## src/hdl/lsws_pkg.sv

```systemverilog
// Shared constants, codes and types of the load sum weight stability block.
`default_nettype none

package lsws_pkg;

  // Window and cell configuration
  localparam int WindowDepth = 16;
  localparam int CellCount   = 5;

  // Field widths
  localparam int ForceW  = 15;
  localparam int GainW   = 16;
  localparam int GainFrac = 12;
  localparam int WeightW = 20;
  localparam int LimitW  = 32;
  localparam int CfgIdxW = 8;
  localparam int CfgDataW = 32;

  // Derived widths
  localparam int PtrW      = $clog2(WindowDepth);
  localparam int ForceSumW = ForceW + $clog2(CellCount + 1);
  localparam int ProdGainW = ForceSumW + GainW;
  localparam int ScaledW   = ProdGainW + 1 - GainFrac;
  localparam int SumW      = WeightW + PtrW;
  localparam int SqSumW    = 2 * WeightW + PtrW;
  localparam int MulW      = SumW;
  localparam int ProdW     = 2 * MulW;
  localparam int CmpW      = 2 * SumW + 1;

  // Reset values of the registers
  localparam logic [GainW-1:0]   GainReset  = GainW'(4096);
  localparam logic [WeightW-1:0] TareReset  = WeightW'(0);
  localparam logic [WeightW-1:0] MaxReset   = WeightW'(128000);
  localparam logic [LimitW-1:0]  LimitReset = LimitW'(32768);

  // Register indexes
  typedef enum logic [CfgIdxW-1:0] {
    CFG_CAL_GAIN       = 8'd0,
    CFG_TARE_OFFSET    = 8'd1,
    CFG_MAX_WEIGHT     = 8'd2,
    CFG_VARIANCE_LIMIT = 8'd3
  } cfg_idx_e;

  // Sequencer states, one-hot
  typedef enum logic [6:0] {
    ST_IDLE  = 7'b0000001,
    ST_GAIN  = 7'b0000010,
    ST_CLAMP = 7'b0000100,
    ST_SQO   = 7'b0001000,
    ST_SQW   = 7'b0010000,
    ST_SQS   = 7'b0100000,
    ST_DONE  = 7'b1000000
  } state_e;

endpackage

`default_nettype wire

```

## src/hdl/lsws_ram.sv

```systemverilog
// Generic single-write, single-read RAM with registered read data.
`default_nettype none

module lsws_ram #(
  parameter int Width = 8,
  parameter int Depth = 16
) (
  input  wire logic                     clk_i,
  input  wire logic                     wr_en_i,
  input  wire logic [$clog2(Depth)-1:0] wr_addr_i,
  input  wire logic [Width-1:0]         wr_data_i,
  input  wire logic                     rd_en_i,
  input  wire logic [$clog2(Depth)-1:0] rd_addr_i,
  output logic      [Width-1:0]         rd_data_o
);

  logic [Width-1:0] mem_q [Depth];

  // Write port
  always_ff @(posedge clk_i) begin
    if (wr_en_i) begin
      mem_q[wr_addr_i] <= wr_data_i;
    end
  end

  // Registered read port
  always_ff @(posedge clk_i) begin
    if (rd_en_i) begin
      rd_data_o <= mem_q[rd_addr_i];
    end
  end

endmodule

`default_nettype wire

```

## src/hdl/load_sum_weight_stability.sv

```systemverilog
// Top level: load cell summer with sliding-window stability flag.
`default_nettype none

// Each accepted item of five forces is summed, scaled by the Q4.12 gain with
// round half up, tared and clamped to 0..max_weight, and the weight replaces
// the oldest of the last sixteen weights, held in a small RAM. Running sum and
// sum of squares over that window give the stable flag, set when
// 16*sumsq - sum^2 < limit*256. The item passes through the states GAIN,
// CLAMP, SQO, SQW, SQS and DONE, and the result is loaded into the output
// register from DONE. A single shared multiplier serves the gain product, the
// two squares for the running sum of squares and the square of the sum, one
// at a time. The next item is taken on the cycle after the result is loaded,
// not before; a stalled result holds the block in its last state. The window
// reads as zero after reset through a valid bit per entry, so no clearing pass
// is needed. Registers may be written at any time the block is idle; the
// configuration port is always ready.
module load_sum_weight_stability (
  input  wire logic                            clk_i,
  input  wire logic                            rst_ni,
  // Input channel
  input  wire logic                            in_valid_i,
  output logic                                 in_stall_o,
  input  wire logic [lsws_pkg::ForceW-1:0]     force_a_i,
  input  wire logic [lsws_pkg::ForceW-1:0]     force_b_i,
  input  wire logic [lsws_pkg::ForceW-1:0]     force_c_i,
  input  wire logic [lsws_pkg::ForceW-1:0]     force_d_i,
  input  wire logic [lsws_pkg::ForceW-1:0]     force_e_i,
  // Output channel
  output logic                                 out_valid_o,
  input  wire logic                            out_stall_i,
  output logic      [lsws_pkg::WeightW-1:0]    total_weight_o,
  output logic                                 is_stable_o,
  // Configuration write channel
  input  wire logic                            cfg_valid_i,
  output logic                                 cfg_ready_o,
  input  wire logic [lsws_pkg::CfgIdxW-1:0]    cfg_index_i,
  input  wire logic [lsws_pkg::CfgDataW-1:0]   cfg_data_i
);

  lsws_pkg::state_e state_q, state_d;

  logic [lsws_pkg::GainW-1:0]     gain_q;
  logic [lsws_pkg::WeightW-1:0]   tare_q;
  logic [lsws_pkg::WeightW-1:0]   max_q;
  logic [lsws_pkg::LimitW-1:0]    limit_q;

  logic [lsws_pkg::ForceSumW-1:0] fsum_q;
  logic [lsws_pkg::ProdW-1:0]     prod_q;
  logic [lsws_pkg::WeightW-1:0]   old_q;
  logic [lsws_pkg::WeightW-1:0]   w_q;
  logic [lsws_pkg::SumW-1:0]      sum_q;
  logic [lsws_pkg::SqSumW-1:0]    sqsum_q;
  logic [lsws_pkg::PtrW-1:0]      ptr_q;
  logic [lsws_pkg::WindowDepth-1:0] valid_q;

  logic                           in_accept;
  logic                           out_free;
  logic [lsws_pkg::WeightW-1:0]   rd_data;
  logic                           ring_wr;

  logic [lsws_pkg::MulW-1:0]      mul_a, mul_b;
  logic [lsws_pkg::ScaledW-1:0]   scaled;
  logic [lsws_pkg::ScaledW-1:0]   tared;
  logic [lsws_pkg::WeightW-1:0]   w_new;
  logic [lsws_pkg::CmpW-1:0]      lhs, rhs;

  assign in_stall_o  = (state_q != lsws_pkg::ST_IDLE);
  assign in_accept   = in_valid_i && !in_stall_o;
  assign out_free    = !out_valid_o || !out_stall_i;
  assign cfg_ready_o = 1'b1;
  assign ring_wr     = (state_q == lsws_pkg::ST_CLAMP);

  // Configuration registers
  always_ff @(posedge clk_i or negedge rst_ni) begin
    if (!rst_ni) begin
      gain_q  <= lsws_pkg::GainReset;
      tare_q  <= lsws_pkg::TareReset;
      max_q   <= lsws_pkg::MaxReset;
      limit_q <= lsws_pkg::LimitReset;
    end else if (cfg_valid_i && cfg_ready_o) begin
      unique case (cfg_index_i)
        lsws_pkg::CFG_CAL_GAIN:       gain_q  <= cfg_data_i[lsws_pkg::GainW-1:0];
        lsws_pkg::CFG_TARE_OFFSET:    tare_q  <= cfg_data_i[lsws_pkg::WeightW-1:0];
        lsws_pkg::CFG_MAX_WEIGHT:     max_q   <= cfg_data_i[lsws_pkg::WeightW-1:0];
        lsws_pkg::CFG_VARIANCE_LIMIT: limit_q <= cfg_data_i[lsws_pkg::LimitW-1:0];
        default: ;
      endcase
    end
  end

  // Weight ring storage
  lsws_ram #(
    .Width(lsws_pkg::WeightW),
    .Depth(lsws_pkg::WindowDepth)
  ) u_ring (
    .clk_i    (clk_i),
    .wr_en_i  (ring_wr),
    .wr_addr_i(ptr_q),
    .wr_data_i(w_new),
    .rd_en_i  (in_accept),
    .rd_addr_i(ptr_q),
    .rd_data_o(rd_data)
  );

  // Select the operands of the shared multiplier
  always_comb begin
    mul_a = lsws_pkg::MulW'(fsum_q);
    mul_b = lsws_pkg::MulW'(gain_q);
    case (state_q)
      lsws_pkg::ST_SQO: begin
        mul_a = lsws_pkg::MulW'(old_q);
        mul_b = lsws_pkg::MulW'(old_q);
      end
      lsws_pkg::ST_SQW: begin
        mul_a = lsws_pkg::MulW'(w_q);
        mul_b = lsws_pkg::MulW'(w_q);
      end
      lsws_pkg::ST_SQS: begin
        mul_a = sum_q;
        mul_b = sum_q;
      end
      default: ;
    endcase
  end

  // Round, tare and clamp the scaled sum
  always_comb begin
    scaled = lsws_pkg::ScaledW'(
      ({1'b0, prod_q[lsws_pkg::ProdGainW-1:0]} +
       (lsws_pkg::ProdGainW + 1)'(1 << (lsws_pkg::GainFrac - 1))) >> lsws_pkg::GainFrac);
    if (scaled <= lsws_pkg::ScaledW'(tare_q)) begin
      tared = '0;
    end else begin
      tared = scaled - lsws_pkg::ScaledW'(tare_q);
    end
    if (tared > lsws_pkg::ScaledW'(max_q)) begin
      w_new = max_q;
    end else begin
      w_new = tared[lsws_pkg::WeightW-1:0];
    end
  end

  // Variance test on the updated window
  assign lhs = lsws_pkg::CmpW'(sqsum_q) * lsws_pkg::CmpW'(lsws_pkg::WindowDepth);
  assign rhs = lsws_pkg::CmpW'(prod_q) +
               lsws_pkg::CmpW'(limit_q) *
               lsws_pkg::CmpW'(lsws_pkg::WindowDepth * lsws_pkg::WindowDepth);

  // Sequencer
  always_comb begin
    state_d = state_q;
    unique case (state_q)
      lsws_pkg::ST_IDLE:  if (in_accept) state_d = lsws_pkg::ST_GAIN;
      lsws_pkg::ST_GAIN:  state_d = lsws_pkg::ST_CLAMP;
      lsws_pkg::ST_CLAMP: state_d = lsws_pkg::ST_SQO;
      lsws_pkg::ST_SQO:   state_d = lsws_pkg::ST_SQW;
      lsws_pkg::ST_SQW:   state_d = lsws_pkg::ST_SQS;
      lsws_pkg::ST_SQS:   state_d = lsws_pkg::ST_DONE;
      lsws_pkg::ST_DONE:  if (out_free) state_d = lsws_pkg::ST_IDLE;
      default:            state_d = lsws_pkg::ST_IDLE;
    endcase
  end

  // Control state: sequencer, ring pointer, valid bits, running sums
  always_ff @(posedge clk_i or negedge rst_ni) begin
    if (!rst_ni) begin
      state_q <= lsws_pkg::ST_IDLE;
      ptr_q   <= '0;
      valid_q <= '0;
      sum_q   <= '0;
      sqsum_q <= '0;
    end else begin
      state_q <= state_d;
      if (state_q == lsws_pkg::ST_CLAMP) begin
        valid_q[ptr_q] <= 1'b1;
        ptr_q <= (ptr_q == lsws_pkg::PtrW'(lsws_pkg::WindowDepth - 1)) ? '0 : ptr_q + 1'b1;
        sum_q <= sum_q - lsws_pkg::SumW'(old_q) + lsws_pkg::SumW'(w_new);
      end
      // Drop the old square, then add the new one
      if (state_q == lsws_pkg::ST_SQW) begin
        sqsum_q <= sqsum_q - prod_q[lsws_pkg::SqSumW-1:0];
      end
      if (state_q == lsws_pkg::ST_SQS) begin
        sqsum_q <= sqsum_q + prod_q[lsws_pkg::SqSumW-1:0];
      end
    end
  end

  // Datapath registers
  always_ff @(posedge clk_i) begin
    if (in_accept) begin
      fsum_q <= lsws_pkg::ForceSumW'(force_a_i) + lsws_pkg::ForceSumW'(force_b_i) +
                lsws_pkg::ForceSumW'(force_c_i) + lsws_pkg::ForceSumW'(force_d_i) +
                lsws_pkg::ForceSumW'(force_e_i);
    end
    if (state_q == lsws_pkg::ST_GAIN) begin
      old_q <= valid_q[ptr_q] ? rd_data : '0;
    end
    if (state_q == lsws_pkg::ST_CLAMP) begin
      w_q <= w_new;
    end
    if (state_q != lsws_pkg::ST_IDLE && state_q != lsws_pkg::ST_CLAMP &&
        state_q != lsws_pkg::ST_DONE) begin
      prod_q <= mul_a * mul_b;
    end
  end

  // Output register: hold while stalled, load at the end of an item
  always_ff @(posedge clk_i or negedge rst_ni) begin
    if (!rst_ni) begin
      out_valid_o <= 1'b0;
    end else if (state_q == lsws_pkg::ST_DONE && out_free) begin
      out_valid_o <= 1'b1;
    end else if (!out_stall_i) begin
      out_valid_o <= 1'b0;
    end
  end

  always_ff @(posedge clk_i) begin
    if (state_q == lsws_pkg::ST_DONE && out_free) begin
      total_weight_o <= w_q;
      is_stable_o    <= (lhs < rhs);
    end
  end

endmodule

`default_nettype wire

```

## config.mk

```make
export PLATFORM = sky130hd
export DESIGN_NAME = load_sum_weight_stability
export DESIGN_NICKNAME = d
export VERILOG_FILES = /design/src/hdl/lsws_pkg.sv /design/src/hdl/lsws_ram.sv /design/src/hdl/load_sum_weight_stability.sv
export SDC_FILE = /design/constraint.sdc
export NUM_CORES = 2
export LEC_CHECK = 0
export BUFFER_PORTS_ARGS = -buffer_cell sky130_fd_sc_hd__buf_2
export CORE_ASPECT_RATIO = 0.5
export CORE_MARGIN = 1.5
export CORE_UTILIZATION = 70
export DETAILED_ROUTE_END_ITERATION = 8
export GPL_ROUTABILITY_DRIVEN = 0
export PLACE_DENSITY = 0.88
export SLEW_MARGIN = 25
export SYNTH_ARGS = -nofsm -noshare
export SYNTH_HDL_FRONTEND = slang
export SYNTH_SLANG_ARGS = --single-unit
```

## constraint.sdc

```tcl
create_clock -name clk_i -period 21 [get_ports clk_i]
set_clock_uncertainty 0.15 [all_clocks]
set_input_delay 1.05 -clock clk_i [delete_from_list [all_inputs] [get_ports clk_i]]
set_output_delay 1.05 -clock clk_i [all_outputs]
set_load 0.02 [all_outputs]
```

==> flow_metrics.tcl <==
set metrics [dict create \
    yosysUniqueCellTypes 85 \
    yosys.area.top_type "edfxtp_1" \
    hold_class "in2async" \
    grt_first_pass_wirelength_um 243000 \
    vias_per_cell 6.71 \
    tightest_slew_ns 1.31 \
    synth_compound_area_share_pct 8.47 \
    mostFrequentLayoutCells "inv_1 (748), nand2_1 (608), fa_1 (539)" \
    instances_no_fill 6079 \
    die_x_um 395 \
    synth_area_leaders "edfxtp_1 (26%), fa_1 (20%), ha_1 (8.8%)" \
    p_total_mw 7.06 \
    crit_arrival_ns 11.87 \
    cp-end-kind "flop" \
    cts_root_buffer "clkbuf_16" \
    cts_hold_buf 0 \
    synth.yosys.seq_area_share_pct 34.7 \
    synth_top_area_share_pct 26.1 \
    p_int_mw 3.82 \
    peakVddDrop_uv 118 \
    relSlewSlack_pct 12.6 \
    crit_top_cell "fa_1" \
    fin_crit_ns 11.61 \
    area_growth_pct 7.32 \
    maxCapViolCount 0 \
    die_h_um 199 \
    clkSlewWorstSetupHoldPaths_ns 0.07 \
    wire_per_inst_um 26.3 \
    synth_top_family_by_area "adder cells" \
    clock-sinks 651 \
    regToRegStartpoint "state_q[6]" \
    pwr-share-clk_pct 16.2 \
    grt_pass1_vias 41800 \
    synth-seq-cells 651 \
    switchingPower_mw 3.24 \
    setup_violations 0 \
    critical_path.max_stage_delay_ns 0.68 \
    synth.area.mux_share_pct 7.16 \
    pre_cts_ws_ns 10.10 \
    r2r_setup_slack_ns 9.39 \
    cp.required_ns 21.26 \
    rsz0062_at_grt "no" \
    die_area_um2 78400 \
    seqPwrFrac_pct 28.7 \
    slowest_stage "buf_4" \
    synthXorXnorAreaFrac_pct 3.56 \
    synth.avg_cell_area_um2 10.9 \
    synth-simple-area-share_pct 10.6 \
    vias 40800 \
    core_area_um2 75500 \
    layout_commonest_cell "inv_1" \
    initial_utilization_pct 71.1 \
    io_buffers 142 \
    h-tree-depth 2 \
    reg2reg_depth 30 \
    status "complete, no violations" \
    layout_setup_ws_ns 9.39 \
    synth-adder-area-share_pct 28.9 \
    path_class "reg2reg" \
    multi_input_area_um2 31700 \
    finalHoldViolations 0 \
    dp_hpwl_um 114000 \
    regArea_um2 18600 \
    switching_share_pct 45.9 \
    synthFlopType "edfxtp_1" \
    synth_warnings 0 \
    post-route-util_pct 76.3 \
    clk_path_buf_depth 3 \
    drt_iter0_drc 5836 \
    num_rows 71 \
    clock.fmax_mhz 86.1 \
    drc 0 \
    r2r-end "prod_q[47]" \
    tns_ns 0 \
    leakage_nw 25.9 \
    grt_max_degree 87 \
    clkLatencyLatePin_ns 0.67 \
    syn_area_um2 53700 \
    fillers 4387 \
    antenna_found_initial 10 \
    p_per_area_nw_per_um2 123 \
    syn-num-nets 5958 \
    post_cts_buffers 0 \
    numCtsBuffers 57 \
    drt_first_pass_iters 7 \
    ant_nets 0 \
    nets 6041 \
    synth-edff-count 467 \
    gr-total-overflow 0 \
    cts_tree "built" \
    ys_async_sr_fraction_pct 28.3 \
    place_inst 5966 \
    worstPathMaxFanout 86 \
    slew_viol_final 0 \
    wl_um 160000 \
    postSynthCellCount 4921 \
    grt_use_total_pct 41.2 \
    cts_resized 0 \
    drive_above_1_share_pct 11.7 \
    crit_path_start_kind "flop" \
    ios 144 \
    combPwrFrac_pct 55.1 \
    period_share_pct 55.3 \
]
layer usage:
layer  vias up  global-route usage, %  share of wire, %
met3       954                   13.8                15
met1     19700                   51.1                33
met2      3429                   64.1                44
met4        12                   24.0               7.3
met5         -                      0             0.059
li1      16700                      -                 -
power by group through the flow:
stage | Clock, mW | Sequential (mW) | Combinational (mW)
after CTS | 1.14 | 2.01 | 3.73
after floorplan | 0 | 1.87 | 2.70
after global placement | 0 | 2.02 | 3.42
after global routing | 1.18 | 2.03 | 4.17
after detailed placement | 0 | 2.03 | 3.63
final | 1.14 | 2.03 | 3.89
metrics by stage:
step	hold WS, ns	cell area, µm²
global route	0.224	57600
CTS	0.205	57500
floorplan	0.276	53700
detailed placement	0.293	55500
global placement	0.297	55500
finish	0.204	57600
final cells by class:
cell class                      count  share of cell area [%]
Tap cell                         1022                    2.22
Antenna cell                        4                  0.0174
Multi-Input combinational cell   3338                    55.0
Clock buffer                       70                    2.67
Inverter                          750                    4.89
Timing Repair Buffer              206                    2.10
Sequential cell                   651                    32.4
Clock inverter                     38                   0.754
registers in the layout, summed over array words and instances, names as in the netlist, 24 cells and up:
register and count:
prod_q 48, sqsum_q 44, limit_q 32, u_ring.mem_q 320, sum_q 24
synthesized netlist by cell type (all sizes together) (13+ instances only):
cell and n:
inv 749, nand2 608, fa 539, edfxtp 467
ha 378, nor2 240, a21oi 195, dfrtp 175
o21ai 170, clkbuf 153, xnor2 139, mux2 108
mux4 105, a21o 84, xor2 79, and2 72
nand3 72, o21a 51, nor3 43, nand2b 37
nand4 30, buf 29, a211oi 28, nor2b 27
mux2i 26, o21bai 26, and3 23, or2 23
a31oi 22, a22oi 20, or3 20, o211ai 18
o31ai 16, a311oi 13
cells by family after synthesis:
| kind of cell | count (synthesis) |
|---|---|
| flops | 651 |
| xor+xnor | 218 |
| buf+inv | 932 |
| mux | 239 |
| fa+ha+maj | 917 |
| other cells | 1 |
| compound gates | 712 |
| simple gates | 1251 |
critical path: cells and delay by family, from the launching register on:
kind	cells	cell delay (ns)
xor gates and xnor gates	1	0.12
DFF	1	0.41
adders and majority gates	8	3.98
and+or+nand+nor	6	1.91
buffers and inverters	5	1.43
AOI/OAI and AO/OA	10	3.29
worst max path at each step:
| stage | start | end | slack (ns) | cells after the start |
|---|---|---|---|---|
| final | state_q[6] | prod_q[47] | 9.39 | 30 |
| after global routing | state_q[6] | prod_q[47] | 9.05 | 30 |
| after CTS | state_q[6] | prod_q[47] | 9.97 | 32 |
| after detailed placement | state_q[6] | prod_q[47] | 10.10 | 32 |
| after global placement | state_q[6] | prod_q[47] | 10.56 | 30 |
| after floorplan | state_q[6] | prod_q[47] | 11.89 | 33 |
(Power assumes the default switching activity.)
